$ cat src/hw/rtl/pidc_pkg.sv
package pidc_pkg;

    localparam int WORD_W    = 32;
    localparam int FRAC_BITS = 16;
    localparam int DT_W      = 16;
    localparam int DT_FRAC   = 16;
    localparam int BOUND_W   = 31;
    localparam int PROD_W    = 2 * WORD_W;
    localparam int CFG_IDX_W = 8;
    localparam int STEP_W    = 4;
    localparam int LAST_STEP = 14;

    typedef logic signed [WORD_W-1:0] word_t;

    localparam word_t WORD_MAX = {1'b0, {(WORD_W-1){1'b1}}};
    localparam word_t WORD_MIN = {1'b1, {(WORD_W-1){1'b0}}};
    localparam word_t UNITY    = word_t'(1) <<< FRAC_BITS;

    typedef enum logic [CFG_IDX_W-1:0] {
        REG_KP   = 8'd0,
        REG_KI   = 8'd1,
        REG_KD   = 8'd2,
        REG_NCO  = 8'd3,
        REG_WP   = 8'd4,
        REG_WD   = 8'd5,
        REG_IBND = 8'd6,
        REG_OBND = 8'd7
    } cfg_idx_t;

    typedef enum logic [4:0] {
        OPND_ZERO  = 5'd0,
        OPND_MEAS  = 5'd1,
        OPND_TGT   = 5'd2,
        OPND_DT    = 5'd3,
        OPND_Q     = 5'd4,
        OPND_KP    = 5'd5,
        OPND_KI    = 5'd6,
        OPND_KD    = 5'd7,
        OPND_NCO   = 5'd8,
        OPND_WP    = 5'd9,
        OPND_WD    = 5'd10,
        OPND_IBND  = 5'd11,
        OPND_OBND  = 5'd12,
        OPND_ERRP  = 5'd13,
        OPND_ERRI  = 5'd14,
        OPND_ERRD  = 5'd15,
        OPND_KDT   = 5'd16,
        OPND_POUT  = 5'd17,
        OPND_TMP   = 5'd18,
        OPND_ACC   = 5'd19,
        OPND_FILT  = 5'd20,
        OPND_DOUT  = 5'd21,
        OPND_TOTAL = 5'd22
    } opnd_t;

    localparam int OPND_COUNT = 23;

    typedef enum logic [1:0] {
        ALU_PASS  = 2'd0,
        ALU_ADD   = 2'd1,
        ALU_SUB   = 2'd2,
        ALU_CLAMP = 2'd3
    } alu_op_t;

    typedef enum logic [3:0] {
        DST_NONE  = 4'd0,
        DST_ERRP  = 4'd1,
        DST_ERRI  = 4'd2,
        DST_ERRD  = 4'd3,
        DST_KDT   = 4'd4,
        DST_POUT  = 4'd5,
        DST_TMP   = 4'd6,
        DST_ACC   = 4'd7,
        DST_DOUT  = 4'd8,
        DST_TOTAL = 4'd9,
        DST_FILT  = 4'd10,
        DST_OUT   = 4'd11
    } dst_t;

    typedef struct packed {
        logic    mul_go;
        logic    mul_dt;
        opnd_t   mul_a;
        opnd_t   mul_b;
        alu_op_t alu_op;
        opnd_t   alu_a;
        opnd_t   alu_b;
        dst_t    dst;
        logic    out_load;
    } ctrl_t;

endpackage

$ cat src/hw/rtl/pidc_mul.sv
module pidc_mul (
    input  logic            aclk,
    input  logic            aresetn,
    input  logic            go,
    input  logic            dt_shift,
    input  pidc_pkg::word_t a,
    input  pidc_pkg::word_t b,
    output pidc_pkg::word_t q
);
    import pidc_pkg::*;

    logic signed [PROD_W-1:0] prod_reg;
    logic signed [PROD_W-1:0] prod_next;
    logic signed [PROD_W-1:0] shifted;
    logic                     dt_reg;
    logic                     vld_reg;
    word_t                    q_reg;
    word_t                    q_next;

    assign prod_next = PROD_W'(a) * PROD_W'(b);

    // floor shift of the full product, then saturate to the word
    always_comb begin
        shifted = dt_reg ? (prod_reg >>> DT_FRAC) : (prod_reg >>> FRAC_BITS);
        if (shifted[PROD_W-1:WORD_W-1] == '0 || shifted[PROD_W-1:WORD_W-1] == '1) begin
            q_next = shifted[WORD_W-1:0];
        end else if (shifted[PROD_W-1]) begin
            q_next = WORD_MIN;
        end else begin
            q_next = WORD_MAX;
        end
    end

    always_ff @(posedge aclk) begin
        if (!aresetn) begin
            vld_reg <= 1'b0;
        end else begin
            vld_reg <= go;
        end
    end

    always_ff @(posedge aclk) begin
        if (go) begin
            prod_reg <= prod_next;
            dt_reg   <= dt_shift;
        end
        if (vld_reg) begin
            q_reg <= q_next;
        end
    end

    assign q = q_reg;

endmodule

$ cat config.mk
export PLATFORM = sky130hd
export DESIGN_NAME = pidc_mul
export DESIGN_NICKNAME = d
export VERILOG_FILES = /design/src/hw/rtl/pidc_pkg.sv /design/src/hw/rtl/pidc_mul.sv
export SDC_FILE = /design/constraint.sdc
export NUM_CORES = 2
export LEC_CHECK = 0
export BUFFER_PORTS_ARGS = -buffer_cell sky130_fd_sc_hd__clkbuf_2
export CORE_AREA = 8 8 264 317
export CTS_CLUSTER_DIAMETER = 30
export DETAILED_ROUTE_END_ITERATION = 7
export DIE_AREA = 0 0 272 325
export PLACE_DENSITY = 0.72
export SLEW_MARGIN = 20
export SYNTH_ARGS = -nofsm -noshare
export SYNTH_HDL_FRONTEND = slang
export SYNTH_SLANG_ARGS = --single-unit
$ cat constraint.sdc
create_clock -name aclk -period 9.5 [get_ports aclk]
set_input_delay 2.375 -clock aclk [delete_from_list [all_inputs] [get_ports aclk]]
set_output_delay 2.375 -clock aclk [all_outputs]
set_load 0.05 [all_outputs]
==> results.cfg <==
[routing]
route.detailed.drc = 0
routed_wl_mm = 95.7
routed_via_density = 5.16
drt_iter0_drc = 1461
ant_nets = 0
post_drt_wl_per_cell_um = 18.3
first_pass_iters = 7
vias = 26900

[timing]
slew_violations = 0
worst_slew_margin_rel = 0.544
final-setup-viol-count = 0
tightest_slew_ps = 683
finClkSkew_ps = 6.29
fin_crit_sh = 0.993
rsz0062_at_grt = yes
period_needed_ps = 9440
hold_violations = 0
max_freq_mhz = 106

[flow_run]
drv_cap = 0

[cts]
cts.sink_count = 81
htree_levels = 3
clk-insertion-delay-late_ps = 340
clock_path_buffers = 2
cts_buffers = 9
cts_tree = done
clk_pin_slew_ps = 60
hold_buffers = 0
clock-root-buffer = clkbuf_16

[logic_synthesis]
synth_top_area_share = 0.568
syn-cell-area_mm2 = 0.0381
async_flop_share = 0
synth_common_cells = fa_1 (1081), inv_1 (961), and2_1 (514), nand2_1 (493), clkbuf_1 (196)
netlist_top_cells_area = fa_1 (57%), inv_1 (9.5%), and2_1 (8.4%), edfxtp_1 (6.3%), ha_1 (5.9%)
synth_nets = 5186
yosysWarnings = 0
seq_area_frac_synth = 0.0636
synth_edf_count = 80
avgSynthCellArea_um2 = 9.88
yosysMostFrequentCell = fa_1
syn-instance-count = 3857
ys.flop_type = edfxtp_1
yosys.area.top_type = fa_1
ys_ff_latch = 81
ys_types = 58

[global_route]
overflow = 0
first_global_vias = 30000
antenna_found_initial = 6
grt_pass1_wl_mm = 154
grt_max_degree = 50
grtUsageTotal = 0.221

[finish]
utilization = 0.555
multi_input_area_mm2 = 0.0316
syn_to_final_growth_pct = 14.2
design_area_mm2 = 0.0435
nNetsFinal = 5498
drive_above_1_share = 0.140
fillerInstances = 6739
seqCellArea_mm2 = 0.00242
largest_reg_flops = 48

[critical_path]
worstRegToRegCells = 4
cp-end-kind = flip-flop
worstSetupPathType = primary input to flip-flop
r2r_setup_slack_ps = 7720
slowest_stage = fa_1
crit_buf_inv = 7
r2r-end = q[15]
worst-path-stages = 26
r2r-start = prod_reg[50]
path_common_cell = fa_1
max_stage_delay_ps = 610
start_kind = primary input
critPathMaxFanout = 11
worstPathArrival_ps = 9620
path_delay_family = adder cells
worstPathRequired_ps = 9690

[hold_path]
hp-start = prod_reg[29]
hold_end = q[13]
hp-class = flip-flop to flip-flop
worstHoldPathCells = 1

[place]
dp_hpwl_mm = 85.1
place_area_mm2 = 0.0428
place_congestion = 0.891
portBuffers = 98

[die]
io_pins = 100
core_mm2 = 0.0785
dieArea_mm2 = 0.0884
die_w_um = 272
die_y_um = 325
initial_core_util = 0.485
row_count = 113

[run_status]
status = completed
-- worst register-to-register path: stages, from the launching register on --
cell and delay, ps:
edfxtp_1 390, nor4_1 460, a41oi_2 190, buf_4 270, a21o_1 220
-- layout by cell type, fill, tap and decap left out, drive strengths merged, types with 45 or more instances in the layout --
master and instances:
a21o 60, edfxtp 80, buf 402, nor2 45
nand2 493, inv 963, fa 1081, and2 514
ha 180, clkbuf 106
-- logic make-up after synthesis --
logic type	after synthesis	synth area share
buffers and inverters	1160	0.114
DFF	81	0.0636
adders and majority gates	1261	0.627
AOI/OAI and AO/OA	162	0.0302
muxes	2	0.000526
xor gates and xnor gates	62	0.0143
and+or+nand+nor	1129	0.150
-- worst max-delay path by stage --
stage	start	endpoint	slack [ps]
floorplan	a[31]	prod_reg[62]	-20
global placement	b[2]	prod_reg[63]	-530
detailed placement	b[2]	prod_reg[63]	-630
CTS	b[10]	prod_reg[63]	4
global route	b[4]	prod_reg[49]	-150
finish	a[13]	prod_reg[63]	60
-- per-stage QoR --
step                      hold WS, ps  TNS, ps  cells  setup WS [ps]
after CTS                         520        0   5203           4.00
after floorplan                   495    -20.0   3857          -20.0
after global routing              534    -1020   5212           -152
after detailed placement          505   -11510   5185           -635
final                             515        0   5213           63.0
after global placement            504    -9220   5185           -532
-- cell type report --
cell class                      instances  share of cell area
Sequential cell                        81              0.0557
Multi-Input combinational cell       2616               0.725
Clock buffer                            9             0.00518
Inverter                              962              0.0831
Timing Repair Buffer                  499              0.0989
Clock inverter                          7             0.00175
Tap cell                             1035              0.0298
Antenna cell                            4            0.000230
-- repair_timing --
| item | in CTS | in global routing |
|---|---|---|
| pin swaps | 5 | 22 |
| resized for setup | 11 | 78 |
| cloned | 0 | 2 |
| setup buffers | 2 | 4 |
| setup endpoints to repair | 18 | 25 |
| endpoints found under the hold margin | 0 | 0 |
-- routing by layer --
layer,part of all wire,vias to the layer above,track usage
met5,0.00028,-,0
met4,0.062,4,0.111
met3,0.039,276,0.0227
met2,0.55,787,0.419
met1,0.34,14200,0.241
li1,-,11700,-
Power is left out: the tool's default activity adds up to more than one toggle a clock period on the data nets, which glitch-free logic cannot reach.
