**config.mk**
```make
export PLATFORM = sky130hd
export DESIGN_NAME = pidc_alu
export DESIGN_NICKNAME = d
export VERILOG_FILES = /design/src/hw/rtl/pidc_pkg.sv /design/src/hw/rtl/pidc_alu.sv
export SDC_FILE = /design/constraint.sdc
export NUM_CORES = 1
export LEC_CHECK = 0
export BUFFER_PORTS_ARGS = -buffer_cell sky130_fd_sc_hd__buf_4
export CAP_MARGIN = 10
export CORE_MARGIN = 3
export CORE_UTILIZATION = 60
export DETAILED_ROUTE_END_ITERATION = 10
export PLACE_DENSITY = 0.83
export SETUP_SLACK_MARGIN = 0.05
export SYNTH_ARGS = -nofsm -noshare
export SYNTH_HDL_FRONTEND = slang
export SYNTH_SLANG_ARGS = --single-unit
export TNS_END_PERCENT = 20
```
**constraint.sdc**
```tcl
create_clock -name vclk -period 5.5
set_input_delay 0.275 -clock vclk [all_inputs]
set_output_delay 0.275 -clock vclk [all_outputs]
set_load 0.005 [all_outputs]
```
**src/hw/rtl/pidc_pkg.sv**
```systemverilog
package pidc_pkg;

    localparam int WORD_W    = 32;
    localparam int FRAC_BITS = 16;
    localparam int DT_W      = 16;
    localparam int DT_FRAC   = 16;
    localparam int BOUND_W   = 31;
    localparam int PROD_W    = 2 * WORD_W;
    localparam int CFG_IDX_W = 8;
    localparam int STEP_W    = 4;
    localparam int LAST_STEP = 14;

    typedef logic signed [WORD_W-1:0] word_t;

    localparam word_t WORD_MAX = {1'b0, {(WORD_W-1){1'b1}}};
    localparam word_t WORD_MIN = {1'b1, {(WORD_W-1){1'b0}}};
    localparam word_t UNITY    = word_t'(1) <<< FRAC_BITS;

    typedef enum logic [CFG_IDX_W-1:0] {
        REG_KP   = 8'd0,
        REG_KI   = 8'd1,
        REG_KD   = 8'd2,
        REG_NCO  = 8'd3,
        REG_WP   = 8'd4,
        REG_WD   = 8'd5,
        REG_IBND = 8'd6,
        REG_OBND = 8'd7
    } cfg_idx_t;

    typedef enum logic [4:0] {
        OPND_ZERO  = 5'd0,
        OPND_MEAS  = 5'd1,
        OPND_TGT   = 5'd2,
        OPND_DT    = 5'd3,
        OPND_Q     = 5'd4,
        OPND_KP    = 5'd5,
        OPND_KI    = 5'd6,
        OPND_KD    = 5'd7,
        OPND_NCO   = 5'd8,
        OPND_WP    = 5'd9,
        OPND_WD    = 5'd10,
        OPND_IBND  = 5'd11,
        OPND_OBND  = 5'd12,
        OPND_ERRP  = 5'd13,
        OPND_ERRI  = 5'd14,
        OPND_ERRD  = 5'd15,
        OPND_KDT   = 5'd16,
        OPND_POUT  = 5'd17,
        OPND_TMP   = 5'd18,
        OPND_ACC   = 5'd19,
        OPND_FILT  = 5'd20,
        OPND_DOUT  = 5'd21,
        OPND_TOTAL = 5'd22
    } opnd_t;

    localparam int OPND_COUNT = 23;

    typedef enum logic [1:0] {
        ALU_PASS  = 2'd0,
        ALU_ADD   = 2'd1,
        ALU_SUB   = 2'd2,
        ALU_CLAMP = 2'd3
    } alu_op_t;

    typedef enum logic [3:0] {
        DST_NONE  = 4'd0,
        DST_ERRP  = 4'd1,
        DST_ERRI  = 4'd2,
        DST_ERRD  = 4'd3,
        DST_KDT   = 4'd4,
        DST_POUT  = 4'd5,
        DST_TMP   = 4'd6,
        DST_ACC   = 4'd7,
        DST_DOUT  = 4'd8,
        DST_TOTAL = 4'd9,
        DST_FILT  = 4'd10,
        DST_OUT   = 4'd11
    } dst_t;

    typedef struct packed {
        logic    mul_go;
        logic    mul_dt;
        opnd_t   mul_a;
        opnd_t   mul_b;
        alu_op_t alu_op;
        opnd_t   alu_a;
        opnd_t   alu_b;
        dst_t    dst;
        logic    out_load;
    } ctrl_t;

endpackage

```
**src/hw/rtl/pidc_alu.sv**
```systemverilog
module pidc_alu (
    input  pidc_pkg::alu_op_t op,
    input  pidc_pkg::word_t   a,
    input  pidc_pkg::word_t   b,
    output pidc_pkg::word_t   y,
    output logic              hit
);
    import pidc_pkg::*;

    logic signed [WORD_W:0] sum;
    word_t                  neg_b;

    assign neg_b = -b;

    always_comb begin
        sum = '0;
        y   = a;
        hit = 1'b0;
        case (op)
            ALU_PASS: begin
                y = a;
            end
            ALU_ADD, ALU_SUB: begin
                if (op == ALU_ADD) begin
                    sum = {a[WORD_W-1], a} + {b[WORD_W-1], b};
                end else begin
                    sum = {a[WORD_W-1], a} - {b[WORD_W-1], b};
                end
                if (sum[WORD_W] != sum[WORD_W-1]) begin
                    y = sum[WORD_W] ? WORD_MIN : WORD_MAX;
                end else begin
                    y = sum[WORD_W-1:0];
                end
            end
            ALU_CLAMP: begin
                // b carries a nonnegative bound
                if (a > b) begin
                    y   = b;
                    hit = 1'b1;
                end else if (a < neg_b) begin
                    y   = neg_b;
                    hit = 1'b1;
                end
            end
            default: begin
                y = a;
            end
        endcase
    end

endmodule

```
==> results of run 1 <==
-- logic make-up after synthesis --
family | Yosys count | synth area share
compound gates | 369 | 0.359
xor+xnor | 57 | 0.0803
fa+ha+maj | 101 | 0.193
buf+inv | 132 | 0.0822
mux | 11 | 0.0172
simple gates | 359 | 0.269
-- how the worst max path moves through the flow --
stage,from,end,slack [ns],cells past startpoint
after floorplan,b[1],y[18],0.65,21
after global placement,b[0],y[30],0.19,20
after detailed placement,b[1],y[20],0.08,22
after CTS,b[1],y[20],0.06,22
after global routing,b[1],y[15],-0.09,23
final,b[1],y[4],0.07,22
-- cell type report --
cell class / instances / share of cell area
Multi-Input combinational cell: 901 / 0.807
Timing Repair Buffer: 135 / 0.136
Inverter: 72 / 0.0350
Tap cell: 136 / 0.0220
-- through the flow --
step / cells / hold slack (ns)
floorplan: 1029 / 0.647
global placement: 1232 / 0.865
detailed placement: 1232 / 0.864
CTS: 1232 / 0.870
global route: 1244 / 0.907
finish: 1244 / 0.873
-- power by group through the flow --
stage | clock network [µW] | registers, µW | logic [µW]
3_3_place_gp | 0 | 0 | 971
3_5_place_dp | 0 | 0 | 979
4_1_cts | 0 | 0 | 984
6_report | 0 | 0 | 1090
2_1_floorplan | 0 | 0 | 621
5_1_grt | 0 | 0 | 1150
-- Yosys cell counts, types with 4 or more instances --
cell / count / area share
a21o_1: 14 / 0.016
o31ai_1: 21 / 0.024
inv_1: 71 / 0.040
xor2_1: 5 / 0.0066
nor4_1: 15 / 0.014
nor2b_1: 14 / 0.013
buf_2: 25 / 0.019
a2111oi_0: 4 / 0.0053
o21bai_1: 13 / 0.015
ha_1: 99 / 0.19
clkbuf_1: 29 / 0.016
a21boi_0: 4 / 0.0045
nor3b_1: 6 / 0.0068
o21ai_1: 9 / 0.0068
nand2_1: 99 / 0.056
xnor2_1: 49 / 0.065
o211ai_1: 21 / 0.024
o311ai_0: 4 / 0.0053
a22oi_1: 4 / 0.0045
o21ai_0: 65 / 0.049
a32o_1: 4 / 0.0060
nor2_1: 92 / 0.052
a31oi_1: 16 / 0.015
and2_1: 8 / 0.0075
nand2b_1: 10 / 0.0094
mux2i_1: 8 / 0.012
a211oi_1: 12 / 0.014
o21a_1: 9 / 0.010
nand3_1: 26 / 0.020
a21oi_1: 111 / 0.084
o221ai_1: 18 / 0.024
nor3_1: 32 / 0.024
nand4_1: 19 / 0.018
or2_2: 5 / 0.0047
o22ai_1: 6 / 0.0057
and3_1: 9 / 0.0085
a211o_1: 6 / 0.0079
-- metal layers --
metal / share of wire / vias to the layer above / wire [µm]
li1: - / 3979 / -
met1: 0.39 / 4020 / 10800
met2: 0.42 / 769 / 11600
met3: 0.14 / 171 / 3800
met4: 0.059 / 0 / 1650
met5: 0 / - / 0
-- what timing repair did --
item,4_1_cts,5_1_grt
setup endpoints to repair,0,30
setup buffers,0,7
resized for setup,0,14
==> run_results.csv, run 1 <==
group,metric,value,unit
logic_synthesis,yosys_warnings,0,
floorplan,fp.dieArea,12400,µm²
logic_synthesis,postSynthCellCount,1029,
status,status,"complete, no violations",
sta,max_freq,184,MHz
hold_path,hold_start,"a[0]",
layout,nFillCells,900,
placed_design,place_ws,0.0797,ns
sta,setup_viol,0,
pwr,p_per_area,141,nW/µm²
critical_path,cp_top_family,"compound AO/OA/AOI/OAI gates",
layout,layout_common_cells,"130 x buf_4, 111 x a21oi_1, 99 x nand2_1, 98 x ha_1, 92 x nor2_1",
layout,regArea,0,µm²
critical_path,required,5.22,ns
hold_path,min_path_type,"input port to output pin",
logic_synthesis,synthDistinctLibCells,79,
sta,fin_crit,5.43,ns
critical_path,cp_max_fo,8,
sta,slew_headroom,0.239,
logic_synthesis,netlist_area,6640,µm²
pwr,power.total,1090,µW
layout,diodes,0,
global_route,globalRouteOverflowTotal,0,
global_route,met2_usage,0.617,
layout,layout_commonest_cell,"buf_4",
sta,worst_slack,0.0741,ns
placed_design,place_area,7520,µm²
floorplan,dieHeight,111,µm
global_route,met3_usage,0.0939,
placed_design,gp_congestion,1.06,
critical_path,criticalPathCategory,"input port to output pin",
sta,hold_violations,0,
global_route,grt_max_degree,53,
global_route,antenna_found_initial,0,
layout,nets,1277,
critical_path,path_cells,"buf_4 > inv_1 > ha_1 > or3b_4 > or3_4 > nor2_4 > nand3_1 > or3_1 > xnor2_2 > ha_1 > and3_1 > a221o_1 > a21o_1 > a2111oi_2 > o211a_2 > buf_6 > xnor2_4 > a31o_4 > buf_12 > a21oi_1 > o21ai_1 > buf_4",
layout,drive_gt1_frac,0.153,
layout,clock_buffers,0,
pwr,p_sw,660,µW
critical_path,cpMaxStageDelayCell,"or3b_4",
hold_path,hold-path-cell-count,4,
pwr,p_leak,0.00341,µW
sta,final_max_slew_viol_count,0,
critical_path,cp-end-kind,"output pin",
global_route,grt_util_met1,0.552,
detailed_routing,drc,0,
detailed_routing,first_pass_iters,6,
pwr,p_comb_frac,1.000,
sta,fin_crit_sh,0.987,
hold_path,hold_path_end,"y[0]",
pwr,power.internal,429,µW
detailed_routing,num_vias,8939,
detailed_routing,detail_route.wl_per_cell,22.4,µm
floorplan,dieWidth,111,µm
critical_path,worst-path-buf-inv,5,
layout,multi_input_area,6240,µm²
sta,tns,0,ns
detailed_routing,viasPerCell,7.19,
logic_synthesis,syn-num-nets,1196,
logic_synthesis,yosysSeqAreaShare,0,
placed_design,port_buffers,99,
global_route,grt_pass1_wl,41.7,mm
layout,final_util,0.732,
floorplan,core_area,10600,µm²
sta,rsz0062_at_grt,"true",
global_route,grt_pass1_vias,7995,
pwr,switching_share,0.606,
floorplan,initial_core_util,0.629,
layout,fin_area,7730,µm²
logic_synthesis,syn_area_per_cell,6.45,µm²
global_route,grtUsageTotal,0.403,
layout,area_growth,16.4,%
pwr,ir_drop,0.131,mV
sta,worst_slew_pin_slew,1.11,ns
detailed_routing,wl,27.8,mm
critical_path,start_kind,"input port",
floorplan,rows,37,
pwr,clkPwrFrac,0,
detailed_routing,postRouteAntennaNets,0,
flow_run,max-cap-violations,0,
pwr,p_seq_frac,0,
critical_path,critPathArrivalTime,5.15,ns
clock_network,holdBufCountCts,0,
placed_design,post-dp-hpwl,21.4,mm
global_route,busiest_layer,"met2",
critical_path,critPathMaxStageDelay,0.41,ns
detailed_routing,drt_iter0_markers,1266,
layout,seq_cells,0,
floorplan,num_io_pins,99,
Power figures use the tool's default switching activity.
==> run 2: changes to the inputs <==
--- a/config.mk
+++ b/config.mk
@@ -8,9 +8,8 @@
 export BUFFER_PORTS_ARGS = -buffer_cell sky130_fd_sc_hd__buf_4
 export CAP_MARGIN = 10
 export CORE_MARGIN = 3
-export CORE_UTILIZATION = 60
+export CORE_UTILIZATION = 40
 export DETAILED_ROUTE_END_ITERATION = 10
-export PLACE_DENSITY = 0.83
 export SETUP_SLACK_MARGIN = 0.05
 export SYNTH_ARGS = -nofsm -noshare
 export SYNTH_HDL_FRONTEND = slang
==> constraint.sdc (replaced) <==
create_clock -name vclk -period 6.4
set_input_delay 0.32 -clock vclk [all_inputs]
set_output_delay 0.32 -clock vclk [all_outputs]
set_load 0.005 [all_outputs]
==> run_results.csv, run 2 (synthesis gave the netlist of run 1 again) <==
group,metric,value,unit
clock_network,cts_resized,0,
layout,drive_gt1_frac,0.129,
critical_path,cp_max_fo,13,
hold_path,hold_path_end,"y[8]",
layout,regArea,0,µm²
global_route,grt_pass1_wl,42.4,mm
detailed_routing,wl,27.5,mm
detailed_routing,num_vias,8271,
placed_design,dp_cells,1296,
detailed_routing,postRouteAntennaNets,0,
global_route,busiest_layer,"met2",
global_route,globalRouteOverflowTotal,0,
layout,nFillCells,1706,
floorplan,rows,46,
detailed_routing,viasPerCell,6.38,
pwr,ir_drop,0.0457,mV
sta,slew_headroom,0.222,
critical_path,start_kind,"input port",
floorplan,num_io_pins,99,
sta,worst_slack,0.447,ns
layout,nets,1249,
layout,area_growth,13.1,%
sta,max_freq,168,MHz
global_route,grtUsageTotal,0.290,
layout,instances_no_fill,1296,
layout,clock_buffers,0,
critical_path,criticalPathCategory,"input port to output pin",
global_route,antenna_found_initial,0,
hold_path,hold-path-cell-count,4,
sta,fin_crit_sh,0.930,
placed_design,port_buffers,99,
layout,multi_input_area,6130,µm²
status,status,"complete, no violations",
global_route,grt_max_degree,44,
sta,worst_slew_pin_slew,1.14,ns
sta,fin_crit,5.95,ns
pwr,p_leak,0.00324,µW
placed_design,gp_congestion,1.02,
detailed_routing,drc,0,
floorplan,core_area,16100,µm²
hold_path,min_path_type,"input port to output pin",
placed_design,post-dp-hpwl,22.2,mm
layout,seq_cells,0,
sta,setup_viol,0,
critical_path,critPathArrivalTime,5.63,ns
floorplan,initial_core_util,0.413,
floorplan,fp.dieArea,18200,µm²
placed_design,place_ws,0.529,ns
clock_network,cts_setup_buffers,0,
critical_path,cp-end-kind,"output pin",
global_route,grt_util_met1,0.408,
critical_path,required,6.08,ns
sta,rsz0062_at_grt,"false",
global_route,met3_usage,0.0414,
global_route,met2_usage,0.458,
detailed_routing,first_pass_iters,6,
detailed_routing,detail_route.wl_per_cell,21.2,µm
layout,diodes,0,
flow_run,max-cap-violations,0,
clock_network,holdBufCountCts,0,
sta,final_max_slew_viol_count,0,
layout,layout_common_cells,"111 x a21oi_1, 111 x buf_4, 99 x nand2_1, 98 x ha_1, 92 x nor2_1",
floorplan,dieWidth,135,µm
sta,tns,0,ns
global_route,grt_pass1_vias,7792,
hold_path,hold_start,"a[8]",
floorplan,dieHeight,135,µm
pwr,p_per_area,116,nW/µm²
sta,hold_violations,0,
detailed_routing,drt_iter0_markers,916,
==> run 2: changes by cell type in the layout (fill, tap and decap cells not counted), moves of 2 or more <==
cell     previous run  this run
buf_4             130       111
xnor2_4             5         3
buf_12              2         0
xnor2_2             4         1
buf_6               3         0
==> run 2: where the power goes <==
group,switching [µW],internal (µW),leakage (µW)
clock network,0,0,0
logic,534,335,0.00324
registers,0,0,0
==> run 2: worst max-delay path, cell delays in order <==
cell,delay [ns]
buf_4,0.14
inv_1,0.07
ha_1,0.22
or3b_1,0.43
or3_4,0.39
nor2_4,0.15
nand3_1,0.21
or3_1,0.40
xnor2_1,0.21
ha_1,0.28
and3_1,0.16
a221o_1,0.34
a21o_1,0.18
a2111oi_2,0.36
o211a_1,0.30
buf_4,0.21
xnor2_4,0.23
mux2i_1,0.18
a2111oi_2,0.41
a21oi_1,0.09
o21ai_0,0.15
buf_4,0.17
==> run 2: final cells by class <==
| cell class | instances | share of cell area |
|---|---|---|
| Timing Repair Buffer | 111 | 0.111 |
| Tap cell | 216 | 0.0360 |
| Inverter | 72 | 0.0360 |
| Multi-Input combinational cell | 897 | 0.817 |
==> run 2: layer usage <==
layer,vias to the layer above,routed length (µm)
met5,-,0
met4,0,916
met3,58,2510
met2,472,12100
met1,3830,12000
li1,3911,-
==> run 2: how the worst max path moves through the flow <==
stage,start,to,slack (ns),cells past startpoint
after global routing,b[1],y[13],0.10,22
after CTS,b[1],y[13],0.52,22
after global placement,b[1],y[13],0.58,22
final,b[1],y[13],0.45,22
after floorplan,b[1],y[18],1.46,21
after detailed placement,b[1],y[13],0.53,22
==> run 2: metrics by stage <==
stage                     utilization  area, µm²  power, µW  hold slack, ns
after floorplan                     -       6640        534           0.737
after global placement          0.467       7500        847           0.969
after detailed placement        0.467       7500        842           0.968
after CTS                       0.467       7500        847           0.967
after global routing            0.467       7500        943           0.997
final                           0.467       7500        869           0.963
