## config.mk

```make
export PLATFORM = sky130hd
export DESIGN_NAME = pidc_seq
export DESIGN_NICKNAME = d
export VERILOG_FILES = /design/src/hw/rtl/pidc_pkg.sv /design/src/hw/rtl/pidc_seq.sv
export SDC_FILE = /design/constraint.sdc
export NUM_CORES = 1
export LEC_CHECK = 0
export BUFFER_PORTS_ARGS = -buffer_cell sky130_fd_sc_hd__buf_2
export CAP_MARGIN = 10
export CORE_MARGIN = 2
export CORE_UTILIZATION = 30
export CTS_BUF_LIST = sky130_fd_sc_hd__clkbuf_2
export DETAILED_ROUTE_END_ITERATION = 6
export GPL_TIMING_DRIVEN = 0
export HOLD_SLACK_MARGIN = 0.12
export SKIP_CTS_REPAIR_TIMING = 1
export SYNTH_ARGS = -nofsm -noshare
export SYNTH_HDL_FRONTEND = slang
export SYNTH_SLANG_ARGS = --single-unit
export TNS_END_PERCENT = 50
```

## constraint.sdc

```tcl
create_clock -name aclk -period 2.7 [get_ports aclk]
set_clock_uncertainty 0.05 [all_clocks]
set_input_delay 0.27 -clock aclk [delete_from_list [all_inputs] [get_ports aclk]]
set_output_delay 0.27 -clock aclk [all_outputs]
set_load 0.02 [all_outputs]
```

## src/hw/rtl/pidc_pkg.sv

```systemverilog
package pidc_pkg;

    localparam int WORD_W    = 32;
    localparam int FRAC_BITS = 16;
    localparam int DT_W      = 16;
    localparam int DT_FRAC   = 16;
    localparam int BOUND_W   = 31;
    localparam int PROD_W    = 2 * WORD_W;
    localparam int CFG_IDX_W = 8;
    localparam int STEP_W    = 4;
    localparam int LAST_STEP = 14;

    typedef logic signed [WORD_W-1:0] word_t;

    localparam word_t WORD_MAX = {1'b0, {(WORD_W-1){1'b1}}};
    localparam word_t WORD_MIN = {1'b1, {(WORD_W-1){1'b0}}};
    localparam word_t UNITY    = word_t'(1) <<< FRAC_BITS;

    typedef enum logic [CFG_IDX_W-1:0] {
        REG_KP   = 8'd0,
        REG_KI   = 8'd1,
        REG_KD   = 8'd2,
        REG_NCO  = 8'd3,
        REG_WP   = 8'd4,
        REG_WD   = 8'd5,
        REG_IBND = 8'd6,
        REG_OBND = 8'd7
    } cfg_idx_t;

    typedef enum logic [4:0] {
        OPND_ZERO  = 5'd0,
        OPND_MEAS  = 5'd1,
        OPND_TGT   = 5'd2,
        OPND_DT    = 5'd3,
        OPND_Q     = 5'd4,
        OPND_KP    = 5'd5,
        OPND_KI    = 5'd6,
        OPND_KD    = 5'd7,
        OPND_NCO   = 5'd8,
        OPND_WP    = 5'd9,
        OPND_WD    = 5'd10,
        OPND_IBND  = 5'd11,
        OPND_OBND  = 5'd12,
        OPND_ERRP  = 5'd13,
        OPND_ERRI  = 5'd14,
        OPND_ERRD  = 5'd15,
        OPND_KDT   = 5'd16,
        OPND_POUT  = 5'd17,
        OPND_TMP   = 5'd18,
        OPND_ACC   = 5'd19,
        OPND_FILT  = 5'd20,
        OPND_DOUT  = 5'd21,
        OPND_TOTAL = 5'd22
    } opnd_t;

    localparam int OPND_COUNT = 23;

    typedef enum logic [1:0] {
        ALU_PASS  = 2'd0,
        ALU_ADD   = 2'd1,
        ALU_SUB   = 2'd2,
        ALU_CLAMP = 2'd3
    } alu_op_t;

    typedef enum logic [3:0] {
        DST_NONE  = 4'd0,
        DST_ERRP  = 4'd1,
        DST_ERRI  = 4'd2,
        DST_ERRD  = 4'd3,
        DST_KDT   = 4'd4,
        DST_POUT  = 4'd5,
        DST_TMP   = 4'd6,
        DST_ACC   = 4'd7,
        DST_DOUT  = 4'd8,
        DST_TOTAL = 4'd9,
        DST_FILT  = 4'd10,
        DST_OUT   = 4'd11
    } dst_t;

    typedef struct packed {
        logic    mul_go;
        logic    mul_dt;
        opnd_t   mul_a;
        opnd_t   mul_b;
        alu_op_t alu_op;
        opnd_t   alu_a;
        opnd_t   alu_b;
        dst_t    dst;
        logic    out_load;
    } ctrl_t;

endpackage

```

## src/hw/rtl/pidc_seq.sv

```systemverilog
module pidc_seq (
    input  logic            aclk,
    input  logic            aresetn,
    input  logic            s_fire,
    input  logic            out_free,
    output logic            idle,
    output pidc_pkg::ctrl_t ctrl
);
    import pidc_pkg::*;

    typedef enum logic [1:0] {
        ST_IDLE = 2'b01,
        ST_RUN  = 2'b10
    } state_t;

    state_t              state_reg;
    state_t              state_next;
    logic [STEP_W-1:0]   step_reg;
    logic [STEP_W-1:0]   step_next;
    logic                last_step;

    assign last_step = (step_reg == STEP_W'(LAST_STEP));
    assign idle      = (state_reg == ST_IDLE);

    always_comb begin
        state_next = state_reg;
        step_next  = step_reg;
        case (state_reg)
            ST_IDLE: begin
                if (s_fire) begin
                    state_next = ST_RUN;
                    step_next  = '0;
                end
            end
            ST_RUN: begin
                if (!last_step) begin
                    step_next = step_reg + 1'b1;
                end else if (out_free) begin
                    state_next = ST_IDLE;
                end
            end
            default: begin
                state_next = ST_IDLE;
            end
        endcase
    end

    always_ff @(posedge aclk) begin
        if (!aresetn) begin
            state_reg <= ST_IDLE;
            step_reg  <= '0;
        end else begin
            state_reg <= state_next;
            step_reg  <= step_next;
        end
    end

    // one step of the control law per cycle, the last step holding until the output is free;
    // multiplier results reach OPND_Q via the product and result registers, then hold until the next result
    always_comb begin
        ctrl = '0;
        if (state_reg == ST_RUN) begin
            case (step_reg)
                4'd0: begin
                    ctrl.mul_go = 1'b1; ctrl.mul_a = OPND_WP; ctrl.mul_b = OPND_TGT;
                    ctrl.alu_op = ALU_SUB; ctrl.alu_a = OPND_TGT; ctrl.alu_b = OPND_MEAS;
                    ctrl.dst    = DST_ERRI;
                end
                4'd1: begin
                    ctrl.mul_go = 1'b1; ctrl.mul_a = OPND_WD; ctrl.mul_b = OPND_TGT;
                end
                4'd2: begin
                    ctrl.mul_go = 1'b1; ctrl.mul_dt = 1'b1;
                    ctrl.mul_a  = OPND_KI; ctrl.mul_b = OPND_DT;
                    ctrl.alu_op = ALU_SUB; ctrl.alu_a = OPND_Q; ctrl.alu_b = OPND_MEAS;
                    ctrl.dst    = DST_ERRP;
                end
                4'd3: begin
                    ctrl.mul_go = 1'b1; ctrl.mul_a = OPND_KP; ctrl.mul_b = OPND_ERRP;
                    ctrl.alu_op = ALU_SUB; ctrl.alu_a = OPND_Q; ctrl.alu_b = OPND_MEAS;
                    ctrl.dst    = DST_ERRD;
                end
                4'd4: begin
                    ctrl.mul_go = 1'b1; ctrl.mul_a = OPND_KD; ctrl.mul_b = OPND_ERRD;
                    ctrl.alu_op = ALU_PASS; ctrl.alu_a = OPND_Q;
                    ctrl.dst    = DST_KDT;
                end
                4'd5: begin
                    ctrl.mul_go = 1'b1; ctrl.mul_a = OPND_KDT; ctrl.mul_b = OPND_ERRI;
                    ctrl.alu_op = ALU_PASS; ctrl.alu_a = OPND_Q;
                    ctrl.dst    = DST_POUT;
                end
                4'd6: begin
                    ctrl.alu_op = ALU_SUB; ctrl.alu_a = OPND_Q; ctrl.alu_b = OPND_FILT;
                    ctrl.dst    = DST_TMP;
                end
                4'd7: begin
                    ctrl.mul_go = 1'b1; ctrl.mul_a = OPND_NCO; ctrl.mul_b = OPND_TMP;
                end
                4'd8: begin
                    ctrl.alu_op = ALU_ADD; ctrl.alu_a = OPND_ACC; ctrl.alu_b = OPND_Q;
                    ctrl.dst    = DST_TMP;
                end
                4'd9: begin
                    ctrl.alu_op = ALU_CLAMP; ctrl.alu_a = OPND_TMP; ctrl.alu_b = OPND_IBND;
                    ctrl.dst    = DST_ACC;
                end
                4'd10: begin
                    ctrl.alu_op = ALU_PASS; ctrl.alu_a = OPND_Q;
                    ctrl.dst    = DST_DOUT;
                end
                4'd11: begin
                    ctrl.mul_go = 1'b1; ctrl.mul_dt = 1'b1;
                    ctrl.mul_a  = OPND_DOUT; ctrl.mul_b = OPND_DT;
                    ctrl.alu_op = ALU_ADD; ctrl.alu_a = OPND_POUT; ctrl.alu_b = OPND_ACC;
                    ctrl.dst    = DST_TOTAL;
                end
                4'd12: begin
                    ctrl.alu_op = ALU_ADD; ctrl.alu_a = OPND_TOTAL; ctrl.alu_b = OPND_DOUT;
                    ctrl.dst    = DST_TOTAL;
                end
                4'd13: begin
                    ctrl.alu_op = ALU_ADD; ctrl.alu_a = OPND_FILT; ctrl.alu_b = OPND_Q;
                    ctrl.dst    = DST_FILT;
                end
                4'd14: begin
                    ctrl.alu_op   = ALU_CLAMP; ctrl.alu_a = OPND_TOTAL; ctrl.alu_b = OPND_OBND;
                    ctrl.dst      = DST_OUT;
                    ctrl.out_load = out_free;
                end
                default: begin
                    ctrl = '0;
                end
            endcase
        end
    end

endmodule

```

==> summary.txt, run 1 <==
Power and ir drop
  – Cell-internal power: roughly 0.14 mW
  – NetSw: ~0.058 mW
  – Lkg Pwr: around 0.53 nW
  – Peak VDD IR: roughly 0.19 mV
  – Gate power share: 0.210
  – Clock group share of total power: 0.313
  – PwrDens: 170 nW/µm²
  – Seq pwr share: 0.478
  – Sw frac: 0.296

Drt
  – Metal-1 WL: 1270 µm
  – TritonRoute pass-1 iters: 4
  – Remaining antenna violation count after routing: 0
  – Avg Vias per Cell: between 5 and 6
  – DRC Markers: 0
  – Top routing layer used: met4
  – Metal3 WL: about 150 µm
  – Vias: 1078
  – Drt initial violations: a little over 70
  – WL final: ~2700 µm
  – Wire length per cell: approximately 13 µm
  – Met2 wire length: roughly 1300 µm

Clock tree
  – Clk Latency, worst-skew pair: between 0.2 and 0.25 ns
  – Clk root buf: clkbuf_2
  – Clock slew at reported path FFs: around 0.050 ns
  – # clock sinks: 6
  – CTS tree: built
  – Maximum buffer depth of the clock tree: 2
  – CTS H-tree lvls: 1
  – CTS buffer count: 3

Worst setup path
  – Crit-path max FO: 5
  – WS Path Type: reg -> out
  – Worst path arrival time: a little over 2 ns
  – Startpoint class of the critical path: flip-flop
  – Reg-to-reg startpoint: step_reg[0]$_SDFFE_PN0P_
  – Register-to-register setup slack: between 1 and 1.5 ns
  – Worst Reg-to-Reg Cells: 6
  – Req. time, crit path: 2.38 ns
  – CP endpoint kind: output pin
  – FF-to-FF End: step_reg[3]$_SDFFE_PN0P_

STA
  – Period utilization: 0.869
  – Minimum clock period: 2.35 ns
  – Worst hold slack: ~0.28 ns
  – Final max-slew violation count: 0
  – Final setup TNS: 0 ns
  – Final WS setup: ~0.35 ns
  – FMAX: 0.426 GHz
  – Endpoints failing hold: 0
  – Setup violators final: 0
  – RSZ-0062 raised after global routing: no

Floorplanning
  – DIE AREA: 3560 µm²
  – DIE HEIGHT: ~60 µm
  – # rows: 20
  – Die width: 59.7 µm
  – Io pins: 34
  – Initial Util: 0.310
  – Placeable Area: 3000 µm²

Min path
  – Hold Crit Start: aresetn
  – Hold path depth: 2
  – Worst Hold End: step_reg[1]$_SDFFE_PN0P_
  – Hold Crit Class: in -> reg

Status
  – Run status: finished clean

Finish
  – Seq. cell area: ~120 µm²
  – Commonest non-fill, non-tap cells in the layout: buf_2, a21oi_1, nor2_1
  – Max reg flops: 4
  – Share of cells above drive strength 1: 0.361
  – Final Util: 0.382
  – Post-Layout Cell Count: ~200
  – Antenna Cells: 0
  – Area Overhead vs Synth: 23.3%
  – Nets: 179
  – Multi-input gate area: about 660 µm²
  – Commonest non-fill, non-tap cell in the layout: buf_2
  – # fillers: 339

Synthesis
  – Avg Inst Size Synth: between 6 and 7 µm²
  – Yosys reg bits: 6
  – Yosys cell types: 44
  – Post-Synthesis Cells: between 100 and 150
  – Synthesized area: 930 µm²
  – Yosys synthesis warning count: 0
  – Sequential fraction of the synthesis area: 0.129
  – Syn_nets: 142

GRT
  – Number of global-route vias before repair: approximately 960
  – Largest net degree at the start of global routing: 11
  – Global Route Usage Sum: 0.149
  – First-pass GRT wire length: around 4200 µm
  – Total gr overflow: 0
  – Initial antenna violation count: 0

Place
  – Worst slack at placement: 0.616 ns
  – Final HPWL DP: between 2000 and 2500 µm
  – Placed cells: 199
  – # port buffers: 32
  – GPL Wtd Cong: roughly 0.80

Run
  – Max-cap viol count: 0
synth_stat cells:
library cell / instances / share of area
nor4b_1: 1 / 0.0094
nor2b_1: 5 / 0.034
a21oi_1: 12 / 0.065
o21ai_0: 7 / 0.038
dfxtp_1: 6 / 0.13
and3_1: 2 / 0.013
nand2_1: 10 / 0.040
a31o_2: 1 / 0.0094
conb_1: 1 / 0.0040
o21a_1: 1 / 0.0081
o311a_1: 1 / 0.011
a311oi_2: 1 / 0.016
nand3b_1: 1 / 0.0081
o211ai_1: 1 / 0.0081
or2_1: 1 / 0.0067
inv_2: 1 / 0.0040
inv_1: 5 / 0.020
nand2b_1: 3 / 0.020
a21boi_0: 2 / 0.016
or3_1: 2 / 0.013
mux4_2: 1 / 0.024
a31oi_1: 6 / 0.040
buf_4: 6 / 0.048
o22a_1: 1 / 0.0094
o41ai_2: 1 / 0.018
a211oi_1: 1 / 0.0081
nor4_1: 2 / 0.013
nor2_1: 11 / 0.044
o21bai_1: 1 / 0.0081
clkinv_1: 1 / 0.0040
nand3_1: 5 / 0.027
ha_1: 4 / 0.054
o2111a_1: 1 / 0.012
and2_1: 2 / 0.013
mux2i_1: 2 / 0.022
o21ba_2: 1 / 0.011
a21bo_2: 1 / 0.011
o31ai_1: 3 / 0.024
buf_2: 8 / 0.043
nand4_1: 1 / 0.0067
nand2b_2: 1 / 0.0094
buf_6: 3 / 0.036
or2_2: 1 / 0.0067
nor3_1: 6 / 0.032
cell type report:
type / count / share of cell area
inverters: 7 / 0.0229
clock buffers: 3 / 0.0131
plain buffers: 17 / 0.104
repair buffers: 32 / 0.140
well taps: 33 / 0.0360
flip-flops and latches: 6 / 0.105
multi-input cells: 104 / 0.580
cells by family (layout without fill, tap and decap cells):
kind of cell | count (synthesis) | count (layout) | share of synthesized area
AO/OA/AOI/OAI | 42 | 42 | 0.312
adder cells (fa/ha/maj) | 4 | 4 | 0.0538
buffers and inverters | 24 | 59 | 0.156
flip-flops | 6 | 6 | 0.129
multiplexers | 3 | 3 | 0.0458
other | 1 | 1 | 0.00403
AND/OR/NAND/NOR | 54 | 54 | 0.299
critical path, cell delays in order (launching register included):
cell     delay [ns]
dfxtp_1        0.40
inv_1          0.08
ha_1           0.23
or2_1          0.28
o41ai_2        0.41
a21oi_1        0.11
buf_4          0.15
buf_2          0.15
worst max path at each step:
| stage | start | end | slack, ns | depth (start not counted) |
|---|---|---|---|---|
| 6_report | step_reg[1]$_SDFFE_PN0P_ | ctrl[24] | 0.35 | 7 |
| 4_1_cts | step_reg[1]$_SDFFE_PN0P_ | ctrl[24] | 0.35 | 7 |
| 5_1_grt | step_reg[1]$_SDFFE_PN0P_ | ctrl[24] | 0.16 | 7 |
| 3_5_place_dp | step_reg[1]$_SDFFE_PN0P_ | ctrl[24] | 0.62 | 7 |
| 3_3_place_gp | step_reg[1]$_SDFFE_PN0P_ | ctrl[24] | 0.65 | 7 |
| 2_1_floorplan | step_reg[0]$_SDFFE_PN0P_ | ctrl[20] | 0.60 | 7 |
stage by stage:
step | power (mW) | cell area, µm²
6_report | 0.195 | 1150
5_1_grt | 0.209 | 1150
4_1_cts | 0.200 | 1150
3_5_place_dp | 0.136 | 1130
3_3_place_gp | 0.135 | 1130
2_1_floorplan | 0.124 | 930
per-layer routing:
metal / vias up / GRT usage
met5: - / 0
met1: 489 / 0.193
li1: 549 / -
met3: 2 / 0.0238
met2: 38 / 0.244
met4: 0 / 0.0635
power by group through the flow:
stage	combinational (mW)	clock (mW)	sequential, mW
2_1_floorplan	0.0293	0	0.0947
3_3_place_gp	0.0403	0	0.0950
3_5_place_dp	0.0409	0	0.0952
4_1_cts	0.0412	0.0656	0.0933
5_1_grt	0.0450	0.0703	0.0934
6_report	0.0409	0.0611	0.0933
(Power assumes the default switching activity.)
==> inputs of run 2 (changes only) <==
--- a/config.mk
+++ b/config.mk
@@ -13,6 +13,8 @@
 export DETAILED_ROUTE_END_ITERATION = 6
 export GPL_TIMING_DRIVEN = 0
 export HOLD_SLACK_MARGIN = 0.12
+export RECOVER_POWER = 50
+export SETUP_SLACK_MARGIN = 0.05
 export SKIP_CTS_REPAIR_TIMING = 1
 export SYNTH_ARGS = -nofsm -noshare
 export SYNTH_HDL_FRONTEND = slang
==> run 2 against run 1 <==
Critical path depth unchanged; power decreased by 0.26%; die area unchanged; cell count unchanged; sequential power about the same; wire length decreased by 0.15%; utilization decreased by 0.50 points; combinational power decreased by 1%; sequential share of layout area increased by 0.14 points; count of clock-buffer cells in the layout unchanged; largest cell class unchanged; largest power group unchanged.
==> summary.txt, run 2 (same netlist as run 1, synthesis figures left out) <==
GRT
  – First-pass GRT wire length: approximately 4200 µm
  – Initial antenna violation count: 0
  – Number of global-route vias before repair: around 960
  – Largest net degree at the start of global routing: 11
  – Global Route Usage Sum: 0.149
  – Total gr overflow: 0

Drt
  – Drt initial violations: between 60 and 70
  – Wire length per cell: between 10 and 15 µm
  – WL final: about 2700 µm
  – TritonRoute pass-1 iters: 4
  – Vias: between 1000 and 1500
  – DRC Markers: 0
  – Avg Vias per Cell: between 5 and 6
  – Remaining antenna violation count after routing: 0

Worst setup path
  – CP max stage cell: clkbuf_1
  – Largest stage delay, worst path: approximately 0.40 ns
  – WS Path Type: reg -> out
  – CP endpoint kind: output pin
  – Register-to-register setup slack: roughly 0.9 ns
  – Critical Path, Cell by Cell: inv_1 > ha_1 > clkbuf_1 > nand2_1 > a31oi_1 > buf_4 > buf_2
  – Crit-path max FO: 10
  – Startpoint class of the critical path: flip-flop
  – Worst path arrival time: 2.06 ns
  – Req. time, crit path: 2.38 ns

Floorplanning
  – Placeable Area: 3000 µm²
  – # rows: 20
  – Die width: 59.7 µm
  – DIE AREA: around 3600 µm²
  – DIE HEIGHT: 59.7 µm
  – Io pins: 34
  – Initial Util: 0.310

STA
  – RSZ-0062 raised after global routing: no
  – Slew HR: 0.628
  – Final setup TNS: 0 ns
  – Least-Margin Pin Slew: between 0.5 and 0.6 ns
  – Minimum clock period: around 2.4 ns
  – Final max-slew violation count: 0
  – FMAX: ~0.42 GHz
  – Setup violators final: 0
  – Endpoints failing hold: 0
  – Period utilization: 0.881

Place
  – # port buffers: 32
  – Final HPWL DP: slightly above 2000 µm
  – Placed cells: roughly 200
  – GPL Wtd Cong: 0.795

Power and ir drop
  – Lkg Pwr: between 0.4 and 0.5 nW
  – PwrDens: ~170 nW/µm²
  – Peak VDD IR: ~0.19 mV

Clock tree
  – Maximum buffer depth of the clock tree: 2
  – CTS tree: built
  – Clk Latency, worst-skew pair: approximately 0.22 ns
  – CTS buffer count: 3
  – CTS H-tree lvls: 1
  – Clock slew at reported path FFs: roughly 0.050 ns
  – # clock sinks: 6
  – Clk root buf: clkbuf_2

Finish
  – Max reg flops: 4
  – Commonest non-fill, non-tap cell in the layout: buf_2
  – Nets: roughly 180
  – Post-Layout Cell Count: 202
  – Area Overhead vs Synth: 21.7%
  – Commonest non-fill, non-tap cells in the layout: buf_2, clkbuf_1, a21oi_1
  – Antenna Cells: 0
  – Share of cells above drive strength 1: 0.290

Run
  – Max-cap viol count: 0

Status
  – Run status: finished clean

Min path
  – Hold Crit Class: in -> reg
run 2: per-stage QoR:
step                power (mW)  utilization  hold WS [ns]  worst slack (ns)  area (µm²)
global placement         0.135        0.377         0.477             0.655        1130
global route             0.208        0.377         0.285             0.156        1130
detailed placement       0.136        0.377         0.492             0.616        1130
finish                   0.195        0.377         0.283             0.322        1130
floorplan                0.124            -         0.373             0.596         930
CTS                      0.200        0.382         0.270             0.352        1150
run 2: final cells by class:
| cell class | count | area, µm² |
|---|---|---|
| fillers | 344 | 1870 |
| flip-flops and latches | 6 | 120 |
| repair buffers | 32 | 149 |
| inverters | 7 | 26.3 |
| multi-input cells | 104 | 664 |
| plain buffers | 17 | 115 |
| well taps | 33 | 41.3 |
| clock buffers | 3 | 15.0 |
run 2: critical path, delay by kind of cell, from the launching register on:
family          cells  cell delay, ns
fa+ha+maj           1            0.24
compound gates      1            0.25
buf+inv             4            0.79
simple gates        1            0.22
flops               1            0.34
run 2: layer usage:
layer / part of all wire / routed length (µm) / track usage
met1: 0.47 / 1260 / 0.193
met2: 0.47 / 1280 / 0.244
met3: 0.055 / 149 / 0.0238
met4: 0.0059 / 16 / 0.0635
met5: 0 / 0 / 0
run 2: worst paths after layout:
path / from / endpoint / depth (start not counted)
max reg2reg: step_reg[0]$_SDFFE_PN0P_ / step_reg[2]$_SDFFE_PN0P_ / 6
min: aresetn / step_reg[1]$_SDFFE_PN0P_ / 2
min reg2reg: step_reg[0]$_SDFFE_PN0P_ / step_reg[0]$_SDFFE_PN0P_ / 2
max: step_reg[0]$_SDFFE_PN0P_ / ctrl[15] / 7
run 2: where the power goes:
group | total [mW] | internal [mW] | switching [mW]
sequential | 0.0933 | 0.0912 | 0.00212
combinational | 0.0404 | 0.0157 | 0.0247
clock | 0.0611 | 0.0301 | 0.0310
total | 0.195 | 0.137 | 0.0578
==> inputs of run 3 (changes only) <==
--- a/config.mk
+++ b/config.mk
@@ -5,10 +5,10 @@
 export SDC_FILE = /design/constraint.sdc
 export NUM_CORES = 1
 export LEC_CHECK = 0
-export BUFFER_PORTS_ARGS = -buffer_cell sky130_fd_sc_hd__buf_2
+export BUFFER_PORTS_ARGS = -buffer_cell sky130_fd_sc_hd__buf_4
 export CAP_MARGIN = 10
 export CORE_MARGIN = 2
-export CORE_UTILIZATION = 30
+export CORE_UTILIZATION = 36
 export CTS_BUF_LIST = sky130_fd_sc_hd__clkbuf_2
 export DETAILED_ROUTE_END_ITERATION = 6
 export GPL_TIMING_DRIVEN = 0
==> run 3 against run 2 <==
Cell count is 1.5% lower; largest power group unchanged; sequential share of layout area fell by 0.55 points; combinational power increased by 7.7%; maximum frequency grew 0.43%; hold slack worse by 0.017 ns; critical path type unchanged.
==> summary.txt, run 3 (same netlist as run 1, synthesis figures left out) <==
Status
  – Run status: finished clean

Worst setup path
  – Worst Reg-to-Reg Cells: 6
  – Req. time, crit path: about 2.4 ns
  – WS Path Type: reg -> out
  – Crit-path max FO: 10
  – Worst path arrival time: between 2 and 2.5 ns
  – Largest stage delay, worst path: roughly 0.4 ns
  – Startpoint class of the critical path: flip-flop
  – CP most frequent cell: buf_4
  – CP endpoint kind: output pin
  – Critical Path, Cell by Cell: inv_1 > ha_1 > clkbuf_1 > nand2_1 > a31oi_1 > buf_4 > buf_4
  – CP max stage cell: clkbuf_1

Finish
  – Share of cells above drive strength 1: 0.296
  – Post-Layout Cell Count: a little under 200
  – Max reg flops: 4
  – Commonest non-fill, non-tap cells in the layout: buf_4, a21oi_1, nor2_1
  – Seq. cell area: roughly 120 µm²
  – Final Util: 0.486
  – Area Overhead vs Synth: 28.3%
  – # fillers: 289
  – Antenna Cells: 0
  – Commonest non-fill, non-tap cell in the layout: buf_4
  – Nets: 179
  – Multi-input gate area: about 660 µm²

Drt
  – Wire length per cell: 13.5 µm
  – Top routing layer used: met4
  – Drt initial violations: 18
  – WL final: roughly 2700 µm
  – TritonRoute pass-1 iters: 4
  – Avg Vias per Cell: about 5.4
  – Met2 wire length: between 1000 and 1500 µm
  – Vias: ~1100
  – Metal-1 WL: ~1200 µm
  – DRC Markers: 0
  – Remaining antenna violation count after routing: 0
  – Metal3 WL: roughly 150 µm

Floorplanning
  – Placeable Area: approximately 2500 µm²
  – Io pins: 34
  – DIE AREA: between 3000 and 4000 µm²
  – # rows: 18
  – DIE HEIGHT: between 50 and 60 µm
  – Die width: 54.8 µm
  – Initial Util: 0.379

Min path
  – Hold path depth: 2
  – Hold Crit Class: in -> reg

Power and ir drop
  – Peak VDD IR: 0.211 mV
  – PwrDens: 168 nW/µm²
  – Lkg Pwr: between 0.4 and 0.5 nW

STA
  – RSZ-0062 raised after global routing: no
  – Period utilization: 0.877
  – Final max-slew violation count: 0
  – Slew HR: 0.634
  – FMAX: between 0.4 and 0.5 GHz
  – Setup violators final: 0
  – Endpoints failing hold: 0
  – Minimum clock period: about 2.4 ns
  – Final setup TNS: 0 ns
  – Least-Margin Pin Slew: about 0.55 ns

Place
  – # port buffers: 32
  – Placed cells: around 200
  – GPL Wtd Cong: 0.797
  – Final HPWL DP: 1990 µm

GRT
  – First-pass GRT wire length: 4400 µm
  – Global Route Usage Sum: 0.200
  – Initial antenna violation count: 0
  – Largest net degree at the start of global routing: 11
  – Number of global-route vias before repair: 971
  – Total gr overflow: 0

Clock tree
  – # clock sinks: 6
  – CTS H-tree lvls: 1
  – CTS buffer count: 3
  – Clk root buf: clkbuf_2
  – Clk Latency, worst-skew pair: roughly 0.23 ns
  – Maximum buffer depth of the clock tree: 2
  – Clock slew at reported path FFs: ~0.06 ns
  – CTS tree: built

Run
  – Max-cap viol count: 0
-- run 3: area by class of cell --
type	instances	share of cell area
Sequential cell	6	0.101
Tap cell	30	0.0315
Timing Repair Buffer	32	0.179
Buffer	17	0.0965
Multi-Input combinational cell	104	0.557
Clock buffer	3	0.0126
Inverter	7	0.0220
-- run 3: final timing paths --
path                       startpoint                        end  slack [ns]
max          step_reg[0]$_SDFFE_PN0P_                   ctrl[15]        0.33
min                           aresetn  state_reg[1]$_SDFFE_PN0P_        0.27
max reg2reg  step_reg[0]$_SDFFE_PN0P_   step_reg[2]$_SDFFE_PN0P_        0.93
min reg2reg  step_reg[0]$_SDFFE_PN0P_   step_reg[0]$_SDFFE_PN0P_        0.49
-- run 3: critical path: cells and delay by family, from the launching register on --
family	cells	cell delay [ns]
AO/OA/AOI/OAI	1	0.26
adder cells (fa/ha/maj)	1	0.24
buffers and inverters	4	0.76
flip-flops	1	0.35
AND/OR/NAND/NOR	1	0.22
-- run 3: metal layers --
layer  track usage  up-vias
met3        0.0164        7
met1         0.241      489
li1              -      549
met2         0.355       31
met5             0        -
met4        0.0917        0
-- run 3: power by group --
group          leakage, nW  internal (mW)  switching, mW
Combinational        0.423         0.0186         0.0250
Sequential          0.0488         0.0912        0.00199
Clock               0.0125         0.0300         0.0336
Total                0.484          0.140         0.0606
-- run 3: through the flow --
stage / area (µm²) / hold WS [ns] / setup slack (ns) / power [mW]
2_1_floorplan: 930 / 0.373 / 0.596 / 0.124
3_3_place_gp: 1210 / 0.491 / 0.635 / 0.140
3_5_place_dp: 1210 / 0.490 / 0.618 / 0.140
4_1_cts: 1220 / 0.264 / 0.356 / 0.205
5_1_grt: 1190 / 0.264 / 0.136 / 0.211
6_report: 1190 / 0.265 / 0.333 / 0.200
